--- config.mk ---
export PLATFORM = sky130hd
export DESIGN_NAME = frame_and_swap_slot_allocator
export DESIGN_NICKNAME = d
export VERILOG_FILES = /design/src/hw/rtl/fsa_pkg.sv /design/src/hw/rtl/frame_and_swap_slot_allocator.sv /design/src/hw/rtl/fsa_front.sv /design/src/hw/rtl/fsa_queue.sv /design/src/hw/rtl/fsa_back.sv
export SDC_FILE = /design/constraint.sdc
export NUM_CORES = 1
export LEC_CHECK = 0
export ABC_CLOCK_PERIOD_IN_PS = 4600
export BUFFER_PORTS_ARGS = -buffer_cell sky130_fd_sc_hd__buf_2
export CORE_AREA = 2 2 204 206
export DETAILED_ROUTE_END_ITERATION = 16
export DIE_AREA = 0 0 206 208
export HOLD_SLACK_MARGIN = 0.08
export PLACE_DENSITY = 0.69
export SYNTH_ARGS = -nofsm -noshare
export SYNTH_HDL_FRONTEND = slang
export SYNTH_HIERARCHICAL = 1
export SYNTH_SLANG_ARGS = --single-unit
--- constraint.sdc ---
create_clock -name clk -period 4.6 [get_ports clk]
set_input_delay 0.23 -clock clk [delete_from_list [all_inputs] [get_ports clk]]
set_output_delay 0.23 -clock clk [all_outputs]
set_load 0.02 [all_outputs]
--- src/hw/rtl/fsa_pkg.sv ---
`timescale 1ns / 1ps
// ----------------------------------------------------------------------------
// fsa_pkg
// Shared types and constants for the frame and swap slot allocator.
// ----------------------------------------------------------------------------
package fsa_pkg;

  localparam int FRAMES_DEF   = 64;
  localparam int SLOTS_DEF    = 64;
  localparam int QDEPTH_DEF   = 2;

  localparam int PW_W         = 13;
  localparam int REQ_W        = 18;
  localparam int TGT_W        = 6;
  localparam int GI_W         = 6;
  localparam int PAGES_W      = 7;
  localparam int RESULT_LIMIT = 64;
  localparam int DIV_STEPS    = REQ_W;
  localparam int STEP_W       = $clog2(DIV_STEPS);

  localparam logic [PW_W-1:0] PAGE_WORDS_RST = PW_W'(16);

  typedef enum logic [1:0] {
    OP_ALLOC_FRAMES = 2'd0,
    OP_FREE_FRAME   = 2'd1,
    OP_ALLOC_SLOT   = 2'd2,
    OP_FREE_SLOT    = 2'd3
  } op_t;

  typedef enum logic [1:0] {
    ST_GRANT  = 2'd0,
    ST_REFUSE = 2'd1,
    ST_ACK    = 2'd2
  } status_t;

  typedef struct packed {
    op_t                op;
    logic               big;
    logic [PAGES_W-1:0] pages;
    logic [TGT_W-1:0]   target;
  } cmd_t;

endpackage

--- src/hw/rtl/frame_and_swap_slot_allocator.sv ---
`timescale 1ns / 1ps
// ----------------------------------------------------------------------------
// frame_and_swap_slot_allocator
// Page frame bitmap allocator with clock replacement for swap slots.
// ----------------------------------------------------------------------------
// Frees: one request a cycle while the queue is not full; the result is registered.
// Frame allocation: 18 divider steps (one quotient bit each), one queue push;
//   no new request is taken meanwhile. A refusal or zero-size answer is one result;
//   grants examine one frame a cycle, up to FRAMES, a free frame waiting on the output.
// Slot allocation: up to SLOTS scan steps plus up to SLOTS+1 sweep steps.
// Synchronous active-low reset: all frames and slots free, hand at zero, 16-word pages.
module frame_and_swap_slot_allocator #(
  parameter int FRAMES = fsa_pkg::FRAMES_DEF,
  parameter int SLOTS  = fsa_pkg::SLOTS_DEF,
  parameter int QDEPTH = fsa_pkg::QDEPTH_DEF
) (
  input  logic                      clk,
  input  logic                      rst_n,
  input  logic                      cfg_valid,
  output logic                      cfg_ready,
  input  logic [fsa_pkg::PW_W-1:0]  cfg_data,    // page_words
  input  logic                      in_tvalid,
  output logic                      in_tready,
  input  logic [1:0]                in_tuser,    // kind
  input  logic [23:0]               in_tdata,    // request_words, target_index
  output logic                      out_tvalid,
  input  logic                      out_tready,
  output logic [2:0]                out_tuser,   // status, victim
  output logic [7:0]                out_tdata,   // granted_index, zero pad
  output logic                      out_tlast    // last
);
  import fsa_pkg::*;

  logic [PW_W-1:0] page_words_r;
  logic            q_push, q_full, q_pop, q_empty;
  cmd_t            push_cmd, pop_cmd;

  assign cfg_ready = 1'b1;

  always_ff @(posedge clk) begin
    if (!rst_n) begin
      page_words_r <= PAGE_WORDS_RST;
    end else if (cfg_valid) begin
      page_words_r <= cfg_data;
    end
  end

  fsa_front u_front (
    .clk        (clk),
    .rst_n      (rst_n),
    .page_words (page_words_r),
    .in_tvalid  (in_tvalid),
    .in_tready  (in_tready),
    .in_tuser   (in_tuser),
    .in_tdata   (in_tdata),
    .q_full     (q_full),
    .q_push     (q_push),
    .q_cmd      (push_cmd)
  );

  fsa_queue #(
    .DEPTH (QDEPTH)
  ) u_queue (
    .clk      (clk),
    .rst_n    (rst_n),
    .push     (q_push),
    .push_cmd (push_cmd),
    .full     (q_full),
    .pop      (q_pop),
    .pop_cmd  (pop_cmd),
    .empty    (q_empty)
  );

  fsa_back #(
    .FRAMES (FRAMES),
    .SLOTS  (SLOTS)
  ) u_back (
    .clk        (clk),
    .rst_n      (rst_n),
    .q_empty    (q_empty),
    .q_cmd      (pop_cmd),
    .q_pop      (q_pop),
    .out_tvalid (out_tvalid),
    .out_tready (out_tready),
    .out_tuser  (out_tuser),
    .out_tdata  (out_tdata),
    .out_tlast  (out_tlast)
  );

endmodule

--- src/hw/rtl/fsa_front.sv ---
`timescale 1ns / 1ps
// ----------------------------------------------------------------------------
// fsa_front
// Accepts requests, turns frame sizes into page counts, queues commands.
// ----------------------------------------------------------------------------
module fsa_front (
  input  logic                       clk,
  input  logic                       rst_n,
  input  logic [fsa_pkg::PW_W-1:0]   page_words,
  input  logic                       in_tvalid,
  output logic                       in_tready,
  input  logic [1:0]                 in_tuser,
  input  logic [23:0]                in_tdata,
  input  logic                       q_full,
  output logic                       q_push,
  output fsa_pkg::cmd_t              q_cmd
);
  import fsa_pkg::*;

  typedef enum logic [2:0] {
    F_IDLE = 3'b001,
    F_DIV  = 3'b010,
    F_PUSH = 3'b100
  } fstate_t;

  fstate_t                 state_r, state_nxt;
  logic [REQ_W-1:0]        dvd_r, dvd_nxt;
  logic [PW_W-1:0]         rem_r, rem_nxt;
  logic [PW_W-1:0]         pw_r, pw_nxt;
  logic [STEP_W-1:0]       step_r, step_nxt;
  logic [TGT_W-1:0]        tgt_r, tgt_nxt;
  logic [PW_W:0]           trial;
  logic                    fit;
  logic [REQ_W:0]          pages_full;
  logic                    big;
  logic                    accept;
  logic [REQ_W-1:0]        req;
  logic [TGT_W-1:0]        tgt;

  assign req        = in_tdata[REQ_W-1:0];
  assign tgt        = in_tdata[REQ_W +: TGT_W];
  assign in_tready  = (state_r == F_IDLE) && !q_full;
  assign accept     = in_tvalid && in_tready;

  assign trial      = {rem_r, dvd_r[REQ_W-1]};
  assign fit        = trial >= {1'b0, pw_r};
  assign pages_full = (REQ_W+1)'(dvd_r) + (REQ_W+1)'(rem_r != '0);
  assign big        = 32'(pages_full) > RESULT_LIMIT;

  always_comb begin
    state_nxt = state_r;
    dvd_nxt   = dvd_r;
    rem_nxt   = rem_r;
    pw_nxt    = pw_r;
    step_nxt  = step_r;
    tgt_nxt   = tgt_r;
    q_push    = 1'b0;
    q_cmd     = '{op: op_t'(in_tuser), big: 1'b0, pages: '0, target: tgt};
    unique case (state_r)
      F_IDLE: begin
        if (accept) begin
          if (op_t'(in_tuser) == OP_ALLOC_FRAMES) begin
            dvd_nxt   = req;
            rem_nxt   = '0;
            pw_nxt    = (page_words == '0) ? PW_W'(1) : page_words;
            step_nxt  = '0;
            tgt_nxt   = tgt;
            state_nxt = F_DIV;
          end else begin
            q_push = 1'b1;
          end
        end
      end
      F_DIV: begin
        rem_nxt  = fit ? PW_W'(trial - {1'b0, pw_r}) : trial[PW_W-1:0];
        dvd_nxt  = {dvd_r[REQ_W-2:0], fit};
        step_nxt = step_r + 1'b1;
        if (step_r == STEP_W'(DIV_STEPS - 1)) begin
          state_nxt = F_PUSH;
        end
      end
      F_PUSH: begin
        q_cmd = '{op: OP_ALLOC_FRAMES, big: big,
                  pages: big ? '0 : PAGES_W'(pages_full), target: tgt_r};
        if (!q_full) begin
          q_push    = 1'b1;
          state_nxt = F_IDLE;
        end
      end
      default: state_nxt = F_IDLE;
    endcase
  end

  always_ff @(posedge clk) begin
    if (!rst_n) begin
      state_r <= F_IDLE;
    end else begin
      state_r <= state_nxt;
    end
    dvd_r  <= dvd_nxt;
    rem_r  <= rem_nxt;
    pw_r   <= pw_nxt;
    step_r <= step_nxt;
    tgt_r  <= tgt_nxt;
  end

endmodule

--- src/hw/rtl/fsa_queue.sv ---
`timescale 1ns / 1ps
// ----------------------------------------------------------------------------
// fsa_queue
// Small command FIFO between the front and back ends.
// ----------------------------------------------------------------------------
module fsa_queue #(
  parameter int DEPTH = fsa_pkg::QDEPTH_DEF
) (
  input  logic           clk,
  input  logic           rst_n,
  input  logic           push,
  input  fsa_pkg::cmd_t  push_cmd,
  output logic           full,
  input  logic           pop,
  output fsa_pkg::cmd_t  pop_cmd,
  output logic           empty
);
  import fsa_pkg::*;

  localparam int PW = (DEPTH > 1) ? $clog2(DEPTH) : 1;
  localparam int CW = $clog2(DEPTH + 1);

  cmd_t            mem_r [DEPTH];
  logic [PW-1:0]   wp_r, wp_nxt;
  logic [PW-1:0]   rp_r, rp_nxt;
  logic [CW-1:0]   cnt_r, cnt_nxt;
  logic            do_push;
  logic            do_pop;

  assign full    = cnt_r == CW'(DEPTH);
  assign empty   = cnt_r == '0;
  assign do_push = push && !full;
  assign do_pop  = pop && !empty;
  assign pop_cmd = mem_r[rp_r];

  always_comb begin
    wp_nxt  = wp_r;
    rp_nxt  = rp_r;
    cnt_nxt = cnt_r;
    if (do_push) begin
      wp_nxt = (wp_r == PW'(DEPTH - 1)) ? '0 : PW'(wp_r + 1'b1);
    end
    if (do_pop) begin
      rp_nxt = (rp_r == PW'(DEPTH - 1)) ? '0 : PW'(rp_r + 1'b1);
    end
    if (do_push && !do_pop) begin
      cnt_nxt = cnt_r + 1'b1;
    end else if (do_pop && !do_push) begin
      cnt_nxt = cnt_r - 1'b1;
    end
  end

  always_ff @(posedge clk) begin
    if (!rst_n) begin
      wp_r  <= '0;
      rp_r  <= '0;
      cnt_r <= '0;
    end else begin
      wp_r  <= wp_nxt;
      rp_r  <= rp_nxt;
      cnt_r <= cnt_nxt;
    end
    if (do_push) begin
      mem_r[wp_r] <= push_cmd;
    end
  end

endmodule

--- src/hw/rtl/fsa_back.sv ---
`timescale 1ns / 1ps
// ----------------------------------------------------------------------------
// fsa_back
// Executes queued commands on the frame and slot tables, drives results.
// ----------------------------------------------------------------------------
module fsa_back #(
  parameter int FRAMES = fsa_pkg::FRAMES_DEF,
  parameter int SLOTS  = fsa_pkg::SLOTS_DEF
) (
  input  logic           clk,
  input  logic           rst_n,
  input  logic           q_empty,
  input  fsa_pkg::cmd_t  q_cmd,
  output logic           q_pop,
  output logic           out_tvalid,
  input  logic           out_tready,
  output logic [2:0]     out_tuser,
  output logic [7:0]     out_tdata,
  output logic           out_tlast
);
  import fsa_pkg::*;

  localparam int FIW = (FRAMES > 1) ? $clog2(FRAMES) : 1;
  localparam int SIW = (SLOTS > 1) ? $clog2(SLOTS) : 1;
  localparam int FCW = $clog2(FRAMES + 1);

  typedef enum logic [3:0] {
    B_IDLE  = 4'b0001,
    B_FSCAN = 4'b0010,
    B_SSCAN = 4'b0100,
    B_SWEEP = 4'b1000
  } bstate_t;

  bstate_t              state_r, state_nxt;
  logic [FRAMES-1:0]    used_r, used_nxt;
  logic [SLOTS-1:0]     occ_r, occ_nxt;
  logic [SLOTS-1:0]     ref_r, ref_nxt;
  logic [FCW-1:0]       free_r, free_nxt;
  logic [FIW-1:0]       fidx_r, fidx_nxt;
  logic [SIW-1:0]       sidx_r, sidx_nxt;
  logic [SIW-1:0]       hand_r, hand_nxt;
  logic [PAGES_W-1:0]   pages_r, pages_nxt;
  logic [PAGES_W-1:0]   n_r, n_nxt;

  logic                 ov_r;
  status_t              ost_r;
  logic [GI_W-1:0]      oidx_r;
  logic                 ovic_r, olast_r;

  logic                 out_ok;
  logic                 o_load;
  status_t              o_st;
  logic [GI_W-1:0]      o_idx;
  logic                 o_vic, o_last;
  logic                 fr_last;

  assign out_ok     = !ov_r || out_tready;
  assign out_tvalid = ov_r;
  assign out_tuser  = {ovic_r, ost_r};
  assign out_tdata  = {{(8 - GI_W){1'b0}}, oidx_r};
  assign out_tlast  = olast_r;
  assign fr_last    = PAGES_W'(n_r + 1'b1) == pages_r;

  always_comb begin
    state_nxt = state_r;
    used_nxt  = used_r;
    occ_nxt   = occ_r;
    ref_nxt   = ref_r;
    free_nxt  = free_r;
    fidx_nxt  = fidx_r;
    sidx_nxt  = sidx_r;
    hand_nxt  = hand_r;
    pages_nxt = pages_r;
    n_nxt     = n_r;
    q_pop     = 1'b0;
    o_load    = 1'b0;
    o_st      = ST_ACK;
    o_idx     = '0;
    o_vic     = 1'b0;
    o_last    = 1'b1;
    unique case (state_r)
      B_IDLE: begin
        if (!q_empty && out_ok) begin
          q_pop = 1'b1;
          unique case (q_cmd.op)
            OP_ALLOC_FRAMES: begin
              if (q_cmd.pages == '0 && !q_cmd.big) begin
                o_load = 1'b1;
              end else if (q_cmd.big || 32'(q_cmd.pages) > 32'(free_r)) begin
                o_load = 1'b1;
                o_st   = ST_REFUSE;
              end else begin
                pages_nxt = q_cmd.pages;
                n_nxt     = '0;
                fidx_nxt  = '0;
                state_nxt = B_FSCAN;
              end
            end
            OP_FREE_FRAME: begin
              if (32'(q_cmd.target) < FRAMES && used_r[FIW'(q_cmd.target)]) begin
                used_nxt[FIW'(q_cmd.target)] = 1'b0;
                free_nxt = free_r + 1'b1;
              end
              o_load = 1'b1;
            end
            OP_ALLOC_SLOT: begin
              sidx_nxt  = '0;
              state_nxt = B_SSCAN;
            end
            OP_FREE_SLOT: begin
              if (32'(q_cmd.target) < SLOTS) begin
                occ_nxt[SIW'(q_cmd.target)] = 1'b0;
              end
              o_load = 1'b1;
            end
            default: ;
          endcase
        end
      end
      B_FSCAN: begin
        if (used_r[fidx_r]) begin
          fidx_nxt = FIW'(fidx_r + 1'b1);
        end else if (out_ok) begin
          used_nxt[fidx_r] = 1'b1;
          free_nxt = free_r - 1'b1;
          o_load   = 1'b1;
          o_st     = ST_GRANT;
          o_idx    = GI_W'(fidx_r);
          o_last   = fr_last;
          n_nxt    = PAGES_W'(n_r + 1'b1);
          fidx_nxt = FIW'(fidx_r + 1'b1);
          if (fr_last) begin
            state_nxt = B_IDLE;
          end
        end
      end
      B_SSCAN: begin
        if (!occ_r[sidx_r]) begin
          if (out_ok) begin
            occ_nxt[sidx_r] = 1'b1;
            ref_nxt[sidx_r] = 1'b1;
            o_load    = 1'b1;
            o_st      = ST_GRANT;
            o_idx     = GI_W'(sidx_r);
            state_nxt = B_IDLE;
          end
        end else if (sidx_r == SIW'(SLOTS - 1)) begin
          state_nxt = B_SWEEP;
        end else begin
          sidx_nxt = SIW'(sidx_r + 1'b1);
        end
      end
      B_SWEEP: begin
        if (ref_r[hand_r]) begin
          ref_nxt[hand_r] = 1'b0;
          hand_nxt = (hand_r == SIW'(SLOTS - 1)) ? '0 : SIW'(hand_r + 1'b1);
        end else if (out_ok) begin
          ref_nxt[hand_r] = 1'b1;
          o_load    = 1'b1;
          o_st      = ST_GRANT;
          o_idx     = GI_W'(hand_r);
          o_vic     = 1'b1;
          state_nxt = B_IDLE;
        end
      end
      default: state_nxt = B_IDLE;
    endcase
  end

  always_ff @(posedge clk) begin
    if (!rst_n) begin
      state_r <= B_IDLE;
      used_r  <= '0;
      occ_r   <= '0;
      ref_r   <= '0;
      free_r  <= FCW'(FRAMES);
      hand_r  <= '0;
      ov_r    <= 1'b0;
    end else begin
      state_r <= state_nxt;
      used_r  <= used_nxt;
      occ_r   <= occ_nxt;
      ref_r   <= ref_nxt;
      free_r  <= free_nxt;
      hand_r  <= hand_nxt;
      if (o_load) begin
        ov_r <= 1'b1;
      end else if (out_tready) begin
        ov_r <= 1'b0;
      end
    end
    fidx_r  <= fidx_nxt;
    sidx_r  <= sidx_nxt;
    pages_r <= pages_nxt;
    n_r     <= n_nxt;
    if (o_load) begin
      ost_r   <= o_st;
      oidx_r  <= o_idx;
      ovic_r  <= o_vic;
      olast_r <= o_last;
    end
  end

endmodule

## Word-level counts from Yosys, hierarchy flattened

Memory sizes are Yosys's and may differ from the RTL's. A register that Yosys moved wholly into a read port is not among the register bits.
Index checks and enable logic that the tools add are counted.

- Bits in registers: 321
- Memory bits (writable): 32
- Bits of input ports: 44
- Word-level logic and storage cells: 278
- Memories: 1

- Add/sub/neg operators: 13
- Order comparisons: 11
- Equal/unequal tests: 41
- Mux-type cells: 128
- Bitwise logic cells: 13
- Reductions and logical operators: 46

Memory list:

| memory | depth | bits a word | read ports | clocked after Yosys merged registers in | write ports | line | source |
|---|---|---|---|---|---|---|---|
| u_queue.mem_r | 2 | 16 | 1 | 1 | 1 | fsa_queue.sv:23 | `cmd_t mem_r [DEPTH];` |

Operators with widths:

| operator | count |
|---|---|
| $mux W64 | 13 |
| $pmux W64 S2 | 3 |
| $or A64 B64 Y64 | 4 |
| $and A64 B64 Y64 | 3 |
| $not A64 Y64 | 2 |
| $mux W6 | 17 |
| $mux W7 | 12 |
| $mux W4 | 10 |
| $mux W13 | 3 |
| $mux W18 | 2 |
| $pmux W18 S2 | 1 |
| $lt A6 B7 Y1 const B | 4 |
| $mux W1 | 28 |
| $pmux W7 S2 | 2 |
| $pmux W13 S2 | 1 |
| $bmux W1 S6 | 4 |
| $demux W1 S6 | 4 |
| $ge A6 B1 Y1 const B | 4 |
| $ne A2 B2 Y1 const B | 12 |
| $pmux W6 S2 | 2 |
| $mux W2 | 10 |
| $add A18 B1 Y19 | 1 |
| $gt A19 B7 Y1 const B | 1 |
| $add A6 B1 Y6 const B | 3 |
| 53 further kinds | 106 |

## Logic depth before layout (Yosys ltp)

Gate-level depths: netlist of run 1.

- Depth in word-level cells: 11
- Depth in mapped cells: 14
- Mapped depth without buffers: 12

## Hierarchy

Netlist of run 1, hierarchy kept.

By module, submodules not included:

| module | instances | cells each | area each (um2) |
|---|---|---|---|
| fsa_back | 1 | 1743 | 14506.4 |
| fsa_front | 1 | 411 | 3701.0 |
| fsa_queue | 1 | 75 | 1387.6 |
| frame_and_swap_slot_allocator | 1 | 44 | 515.5 |

## Worst setup path before layout of run 1

Ideal clock, no wire load.

- Path type: register to register
- Start point: reg (tool-made name)
- End point: reg u_back.free_r[0]
- Arrival time: 3.095 ns
- Setup slack: 1.377 ns
- Stages on the path, launching flop included: 13
- Path buffers: 3
- Clock period less this slack: 3.223 ns
- Path through: dfxtp_1 -> buf_2 -> mux2_2 -> buf_2 -> mux4_2 -> mux2i_1 -> o22ai_1 -> a211o_1 -> or4_1 -> and4_1 -> buf_1 -> xnor2_1 -> nor2_1

RTL lines:

| what | line | source |
|---|---|---|
| end signal: assignment | fsa_back.sv:176 | `free_r <= FCW'(FRAMES);` |
| end signal: assignment | fsa_back.sv:184 | `free_r <= free_nxt;` |
| end: declaration | fsa_back.sv:38 | `logic [FCW-1:0] free_r, free_nxt;` |

==> impl_table.tex, run 1 <==
\begin{tabular}{lr}
\hline
Metric & Value \\
\hline
\multicolumn{2}{l}{\textbf{Worst setup path}} \\
Standard cell with the maximum stage delay on the critical path & nor3\_1 \\
Arrival time of the worst setup path & 4.58 ns \\
Worst R2R Path Depth & 10 \\
Nature of the critical path startpoint & register \\
Worst reg2reg setup slack & 0.49 ns \\
Critical path capture point type & register \\
Required time of the critical path & 5.07 ns \\
Origin of the critical flop-to-flop path & u\_back/sidx\_r[0] \\
Critical path class & register to register \\
Biggest cell delay along the critical path & 0.58 ns \\
Highest fanout seen on the critical path & 109 \\
Ordered cell list for the critical path & buf\_4, mux4\_2, mux2i\_1, o22ai\_1, nor3\_1, or3b\_4, a22oi\_2, buf\_12, a21oi\_1, a211oi\_1 \\
\multicolumn{2}{l}{\textbf{Logic synthesis}} \\
Sequential element share of the synthesized area & 41.4\% \\
Flip-flop and latch count after synthesis & 354 \\
Top-count cell post-synth & o21ai\_0 \\
Synth area leaders & dfxtp\_1, edfxtp\_1, o21ai\_0, a21oi\_1, mux2i\_1 \\
Number of flops mapped to enable cells by yosys & 123 \\
Dominant register cell in the synthesized netlist & dfxtp\_1 \\
Synth cell types & 92 \\
Cell count after synthesis & 2,273 \\
Synthesis Warnings & 6 \\
Post-synth top area share & 23.0\% \\
Dominant cell type by area after synthesis & dfxtp\_1 \\
Combined area of all synthesized cells & 20,100 µm² \\
Asr flop ratio synth & 0\% \\
Mean post-synth cell area & 8.85 µm² \\
Most frequent cells after synthesis & o21ai\_0, dfxtp\_1, a21oi\_1 \\
\multicolumn{2}{l}{\textbf{STA}} \\
Number of pins with negative max-slew slack in the final report & 0 \\
Final clock period utilization by the worst path & 89.3\% \\
Number of failing setup endpoints in the final timing report & 0 \\
Final hold slack & 0.195 ns \\
Worst setup skew after layout & 0.0276 ns \\
F\_max & 243 MHz \\
Final Critical Period & 4.11 ns \\
Setup TNS & 0 ns \\
Slew headroom & 25.1\% \\
Unrepaired setup endpoints after global routing & false \\
Number of endpoints with negative hold slack in the final report & 0 \\
Slew @ Worst Pin & 1.12 ns \\
\multicolumn{2}{l}{\textbf{Drt}} \\
Via count normalized by instance count & 6.48 \\
Post-detailed-route count of antenna-violating nets & 0 \\
DRC violation count after routing & 0 \\
Routed wire length & 59,900 µm \\
Vias after detailed routing & 18,144 \\
Iteration-0 DRC count of the detailed router & 2,083 \\
Drt pass-1 iters & 6 \\
Post-DR wirelength/cell & 21.4 µm \\
\multicolumn{2}{l}{\textbf{Clocking}} \\
Clock-pin slew on the worst setup and hold paths & 0.06 ns \\
Skew-Pair Late Insertion Delay & 0.57 ns \\
Number of post-CTS setup repair buffers & 0 \\
Number of buffers added to fix hold violations after cts & 42 \\
Max Root-Sink Buffers & 3 \\
CTS HTree Levels & 2 \\
Clock sink total & 354 \\
CTS Root Buffer Type & clkbuf\_16 \\
Total clock buffers created by CTS & 41 \\
Clock tree from TritonCTS & built \\
CTS-repair resized insts & 0 \\
\multicolumn{2}{l}{\textbf{Placement}} \\
RD Place Congestion & 0.895 \\
Count of placed standard cells including taps & 2,684 \\
Hpwl dp & 37,700 µm \\
Count of buffers inserted at the top-level ports & 55 \\
Cell area after placement & 20,400 µm² \\
\multicolumn{2}{l}{\textbf{GRT}} \\
Number of global-route vias before repair & 17,064 \\
Number of antenna violations at the first check in global routing & 0 \\
Largest net degree at the start of global routing & 110 \\
Wire length of the first global-routing pass & 94,000 µm \\
GRT Resource Usage Total & 27.3\% \\
Final global-route overflow total & 0 \\
\multicolumn{2}{l}{\textbf{Floorplanning}} \\
Chip width & 206 µm \\
Area of the die & 42,800 µm² \\
Die Y-Extent & 208 µm \\
I/O pins & 59 \\
Initial Utilization & 49.6\% \\
Std-Cell Rows & 74 \\
Core Region & 40,600 µm² \\
\multicolumn{2}{l}{\textbf{Power and ir drop}} \\
Reported leakage power & 7.54 nW \\
Total power divided by cell area & 432 nW/µm² \\
Total power draw & 9.61 mW \\
Maximum vdd drop & 0.372 mV \\
\multicolumn{2}{l}{\textbf{Finish}} \\
Antenna cell count & 0 \\
Post-Layout Inst Area & 22,200 µm² \\
Area grow syn2layout & 10.5\% \\
Fraction of final layout cells sized beyond drive strength 1 & 10.8\% \\
Total number of nets in the final design & 2,317 \\
Post-layout instance count excluding filler cells & 2,801 \\
\multicolumn{2}{l}{\textbf{Worst hold path}} \\
Worst hold path class & input port to register \\
Hold path depth & 3 \\
Destination of the worst hold path & page\_words\_r[9] \\
Hold Crit Start & cfg\_valid \\
\multicolumn{2}{l}{\textbf{Run}} \\
Max-capacitance violation count & 0 \\
\multicolumn{2}{l}{\textbf{Run status}} \\
Outcome & complete, no violations \\
\hline
\end{tabular}
## kinds of logic (layout without fill, tap and decap cells)
kind of cell	after synthesis	in the layout	share of synthesized area [%]
AOI/OAI and AO/OA	771	771	23.5
xor gates and xnor gates	47	47	2.18
adders and majority gates	36	36	2.31
buffers and inverters	258	253	5.61
DFF	354	354	41.4
muxes	113	113	6.97
other	2	3	0.0373
and+or+nand+nor	692	692	18.0
## critical path, delay by kind of cell (launching register included)
family / cells / cell delay [ns]
muxes: 2 / 0.79
AOI/OAI and AO/OA: 4 / 0.80
and+or+nand+nor: 2 / 1.08
DFF: 1 / 0.57
buffers and inverters: 2 / 0.68
## cell type report
cell class / count / area, µm²
Multi-Input combinational cell: 1662 / 10700
Inverter: 44 / 168
Fill cell: 3603 / 18300
Tap cell: 532 / 666
Clock buffer: 57 / 1180
Clock inverter: 18 / 198
Timing Repair Buffer: 134 / 998
Sequential cell: 354 / 8320
## power breakdown
| part | switching, mW | internal [mW] |
|---|---|---|
| clock network | 1.34 | 2.02 |
| logic | 1.64 | 0.793 |
| registers | 0.271 | 3.55 |
| total | 3.25 | 6.36 |
## stage by stage
| stage | utilization, % | worst slack (ns) |
|---|---|---|
| floorplan | - | 1.38 |
| global placement | 50.4 | 0.682 |
| detailed placement | 50.4 | 0.555 |
| CTS | 54.8 | 0.539 |
| global route | 54.8 | 0.303 |
| finish | 54.8 | 0.491 |
## metal layers
layer	vias to the layer above	part of all wire (%)	global-route usage [%]
met3	157	8.3	3.76
met4	0	3.5	11.6
met2	904	46	43.4
li1	8407	-	-
met1	8676	42	37.2
met5	-	0	0
## cell usage in the layout, fill, tap and decap left out, types with 35 or more instances in the layout
| cell | netlist | routed |
|---|---|---|
| a211oi_1 | 69 | 69 |
| a21oi_1 | 176 | 176 |
| buf_2 | 22 | 55 |
| buf_4 | 15 | 35 |
| clkbuf_16 | 0 | 43 |
| dfxtp_1 | 231 | 231 |
| dlygate4sd3_1 | 0 | 42 |
| edfxtp_1 | 123 | 123 |
| inv_1 | 42 | 41 |
| mux2i_1 | 68 | 68 |
| nand2_1 | 165 | 165 |
| nand3_1 | 56 | 56 |
| nor2_1 | 144 | 144 |
| o21ai_0 | 301 | 301 |
| o311ai_0 | 44 | 44 |
| or3_1 | 81 | 81 |
## worst max-delay path by stage
stage	start	to	slack, ns	depth (start not counted)
global route	u_back/sidx_r[0]	register	0.30	10
finish	u_back/sidx_r[0]	register	0.49	10
floorplan	register	u_back/free_r[0]	1.38	12
detailed placement	u_back/sidx_r[0]	register	0.56	10
global placement	u_back/sidx_r[0]	register	0.68	10
CTS	u_back/sidx_r[0]	register	0.54	10
Note: power is estimated with default switching activity, not from simulation.
==> run 2: changes to the inputs <==
--- a/config.mk
+++ b/config.mk
@@ -5,13 +5,14 @@
 export SDC_FILE = /design/constraint.sdc
 export NUM_CORES = 1
 export LEC_CHECK = 0
-export ABC_CLOCK_PERIOD_IN_PS = 4600
+export ABC_AREA = 1
+export ABC_CLOCK_PERIOD_IN_PS = 3400
 export BUFFER_PORTS_ARGS = -buffer_cell sky130_fd_sc_hd__buf_2
-export CORE_AREA = 2 2 204 206
+export CORE_AREA = 2 2 219 221
 export DETAILED_ROUTE_END_ITERATION = 16
-export DIE_AREA = 0 0 206 208
+export DIE_AREA = 0 0 221 223
 export HOLD_SLACK_MARGIN = 0.08
-export PLACE_DENSITY = 0.69
+export PLACE_DENSITY = 0.71
 export SYNTH_ARGS = -nofsm -noshare
 export SYNTH_HDL_FRONTEND = slang
 export SYNTH_HIERARCHICAL = 1
==> constraint.sdc (replaced) <==
create_clock -name clk -period 3.4 [get_ports clk]
set_input_delay 0.17 -clock clk [delete_from_list [all_inputs] [get_ports clk]]
set_output_delay 0.17 -clock clk [all_outputs]
set_load 0.02 [all_outputs]
==> impl_table.tex, run 2 <==
\begin{tabular}{lr}
\hline
Metric & Value \\
\hline
\multicolumn{2}{l}{\textbf{Worst setup path}} \\
Critical Path Most Common Cell & nand2\_1 \\
Critical path class & register to register \\
Arrival time of the worst setup path & 3.54 ns \\
Highest fanout seen on the critical path & 63 \\
Biggest cell delay along the critical path & 0.55 ns \\
Start point of the critical path & u\_back/hand\_r[1] \\
Ordered cell list for the critical path & inv\_1, nor2\_2, o211ai\_1, nand2\_1, o21ai\_0, nand2\_1, nor2\_1, nand2\_1, inv\_1, nand2\_1, buf\_4, o21ai\_0, nor2\_1, nor2\_1 \\
Required time of the critical path & 3.88 ns \\
Critical path capture point type & register \\
Nature of the critical path startpoint & register \\
Origin of the critical flop-to-flop path & u\_back/hand\_r[1] \\
Worst R2R Path Depth & 14 \\
Standard cell with the maximum stage delay on the critical path & nor2\_2 \\
Number of buffers and inverters on the critical path & 3 \\
Worst reg2reg setup slack & 0.35 ns \\
Dominant delay contributor by cell family on the critical path & simple AND/OR/NAND/NOR gates \\
\multicolumn{2}{l}{\textbf{Logic synthesis}} \\
Synthesis Warnings & 6 \\
Flip-flop and latch count after synthesis & 354 \\
Post-Synth Simple-Gate Area & 34.7\% \\
Sequential element share of the synthesized area & 35.7\% \\
Synth area leaders & dfxtp\_1, nand2\_1, edfxtp\_1, nor2\_1, o21ai\_0 \\
Top-count cell post-synth & nand2\_1 \\
Multiplexer area fraction after synthesis & 0.935\% \\
Dominant register cell in the synthesized netlist & dfxtp\_1 \\
Mean post-synth cell area & 6.41 µm² \\
Synth cell types & 56 \\
Complex-gate fraction of the synthesized area & 14.7\% \\
Combined area of all synthesized cells & 23,300 µm² \\
Adder and majority cell fraction of the synthesized area & 2.00\% \\
Asr flop ratio synth & 0\% \\
Cell count after synthesis & 3,629 \\
Dominant cell type by area after synthesis & dfxtp\_1 \\
Area share of xor/xnor cells in the synthesized design & 1.13\% \\
Main combinational cell family by area after synthesis & simple AND/OR/NAND/NOR gates \\
Post-synth top area share & 19.9\% \\
Most frequent cells after synthesis & nand2\_1, nor2\_1, inv\_1 \\
Number of flops mapped to enable cells by yosys & 123 \\
\multicolumn{2}{l}{\textbf{Finish}} \\
Most common library cell in the layout ignoring fill and taps & nand2\_1 \\
Finished Core Util & 55.9\% \\
Fraction of final layout cells sized beyond drive strength 1 & 8.22\% \\
Antenna cell count & 0 \\
Total number of nets in the final design & 3,778 \\
Area grow syn2layout & 13.3\% \\
Most frequent cells in the layout & nand2\_1, nor2\_1, inv\_1 \\
Post-layout instance count excluding filler cells & 4,348 \\
Post-Layout Inst Area & 26,400 µm² \\
Fill cell total of the finished layout & 4,551 \\
\multicolumn{2}{l}{\textbf{STA}} \\
Final clock period utilization by the worst path & 89.9\% \\
Slew headroom & 29.7\% \\
Unrepaired setup endpoints after global routing & false \\
Number of endpoints with negative hold slack in the final report & 0 \\
F\_max & 327 MHz \\
Number of pins with negative max-slew slack in the final report & 0 \\
Worst setup skew after layout & 0.0113 ns \\
Setup TNS & 0 ns \\
Number of failing setup endpoints in the final timing report & 0 \\
Final hold slack & 0.266 ns \\
Min setup slack post-route & 0.345 ns \\
Slew @ Worst Pin & 1.05 ns \\
Final Critical Period & 3.05 ns \\
\multicolumn{2}{l}{\textbf{Clocking}} \\
Max Root-Sink Buffers & 3 \\
Number of buffers added to fix hold violations after cts & 70 \\
Number of post-CTS setup repair buffers & 0 \\
Clock tree from TritonCTS & built \\
CTS Root Buffer Type & clkbuf\_16 \\
CTS-repair resized insts & 0 \\
CTS HTree Levels & 2 \\
Total clock buffers created by CTS & 43 \\
Clock sink total & 354 \\
Clock-pin slew on the worst setup and hold paths & 0.06 ns \\
Skew-Pair Late Insertion Delay & 0.59 ns \\
\multicolumn{2}{l}{\textbf{GRT}} \\
Number of global-route vias before repair & 21,540 \\
GRT Resource Usage Total & 29.7\% \\
Largest net degree at the start of global routing & 136 \\
Wire length of the first global-routing pass & 118,000 µm \\
Number of antenna violations at the first check in global routing & 1 \\
Final global-route overflow total & 0 \\
\multicolumn{2}{l}{\textbf{Run}} \\
Max-capacitance violation count & 0 \\
\multicolumn{2}{l}{\textbf{Worst hold path}} \\
Hold Crit Start & out\_tready \\
Hold path depth & 6 \\
Worst hold path class & input port to register \\
Destination of the worst hold path & u\_back/state\_r[3] \\
\multicolumn{2}{l}{\textbf{Power and ir drop}} \\
Combinational fraction of design power & 37.9\% \\
Internal power & 9.86 mW \\
Sequential fraction of design power & 33.6\% \\
Reported leakage power & 11.5 nW \\
Maximum vdd drop & 0.490 mV \\
Clock network fraction of total power & 28.5\% \\
Switching share of total power & 40.7\% \\
Total power divided by cell area & 631 nW/µm² \\
Total power draw & 16.6 mW \\
Net load switching power & 6.77 mW \\
\multicolumn{2}{l}{\textbf{Drt}} \\
Post-detailed-route count of antenna-violating nets & 0 \\
Via count normalized by instance count & 5.54 \\
Iteration-0 DRC count of the detailed router & 2,757 \\
Routed wire length & 75,000 µm \\
DRC violation count after routing & 0 \\
Post-DR wirelength/cell & 17.3 µm \\
Drt pass-1 iters & 6 \\
Vias after detailed routing & 24,078 \\
\multicolumn{2}{l}{\textbf{Placement}} \\
Post-place setup slack & 0.438 ns \\
Count of buffers inserted at the top-level ports & 55 \\
Cell area after placement & 24,200 µm² \\
RD Place Congestion & 0.947 \\
Count of placed standard cells including taps & 4,198 \\
Hpwl dp & 50,900 µm \\
\multicolumn{2}{l}{\textbf{Run status}} \\
Outcome & complete, no violations \\
\multicolumn{2}{l}{\textbf{Floorplanning}} \\
Std-Cell Rows & 80 \\
Initial Utilization & 49.4\% \\
Die Y-Extent & 223 µm \\
I/O pins & 59 \\
Chip width & 221 µm \\
Area of the die & 49,300 µm² \\
Core Region & 47,100 µm² \\
\hline
\end{tabular}
## run 2: kinds of logic after synthesis
kind of cell             Yosys count
buffers and inverters            605
other                              2
AND/OR/NAND/NOR                 1949
multiplexers                      16
adder cells (fa/ha/maj)           36
flip-flops                       354
XOR/XNOR                          30
AO/OA/AOI/OAI                    637
## run 2: routing by layer
layer	routed length, µm	track usage (%)	share of wire, %
met1	32100	40.9	43
met2	33000	46.6	44
met3	6930	4.62	9.2
met4	2990	11.7	4.0
met5	0	0	0
## run 2: how the worst max path moves through the flow
stage / slack (ns) / to / cells past startpoint
after floorplan: 0.60 / u_back/fidx_r[0] / 13
after global placement: 0.40 / u_back/used_r[55] / 13
after detailed placement: 0.44 / u_back/used_r[55] / 13
after CTS: 0.38 / u_back/oidx_r[3] / 12
after global routing: 0.13 / register / 14
final: 0.35 / register / 14
## run 2: cell type report
type / count / area [µm²] / share of cell area (%)
clock inverter: 20 / 195 / 0.740
tap: 615 / 769 / 2.92
timing repair buffer: 221 / 1830 / 6.93
multi-input combinational: 2671 / 12500 / 47.3
sequential: 354 / 8320 / 31.5
clock buffer: 60 / 1260 / 4.78
inverter: 407 / 1530 / 5.81
## run 2: power groups by stage
stage | Clock, mW | Combinational (mW) | Sequential (mW)
after global routing | 4.97 | 6.99 | 5.65
after global placement | 0 | 6.02 | 5.65
after CTS | 4.81 | 6.16 | 5.57
final | 4.74 | 6.30 | 5.59
after detailed placement | 0 | 6.06 | 5.66
after floorplan | 0 | 4.45 | 5.52
## run 2: worst register-to-register path, cell delays in order (launching register included)
cell and delay [ns]:
dfxtp_1 0.46, inv_1 0.10, nor2_2 0.55, o211ai_1 0.18, nand2_1 0.14, o21ai_0 0.08, nand2_1 0.07, nor2_1 0.09
nand2_1 0.12, inv_1 0.07, nand2_1 0.10, buf_4 0.54, o21ai_0 0.23, nor2_1 0.15, nor2_1 0.06
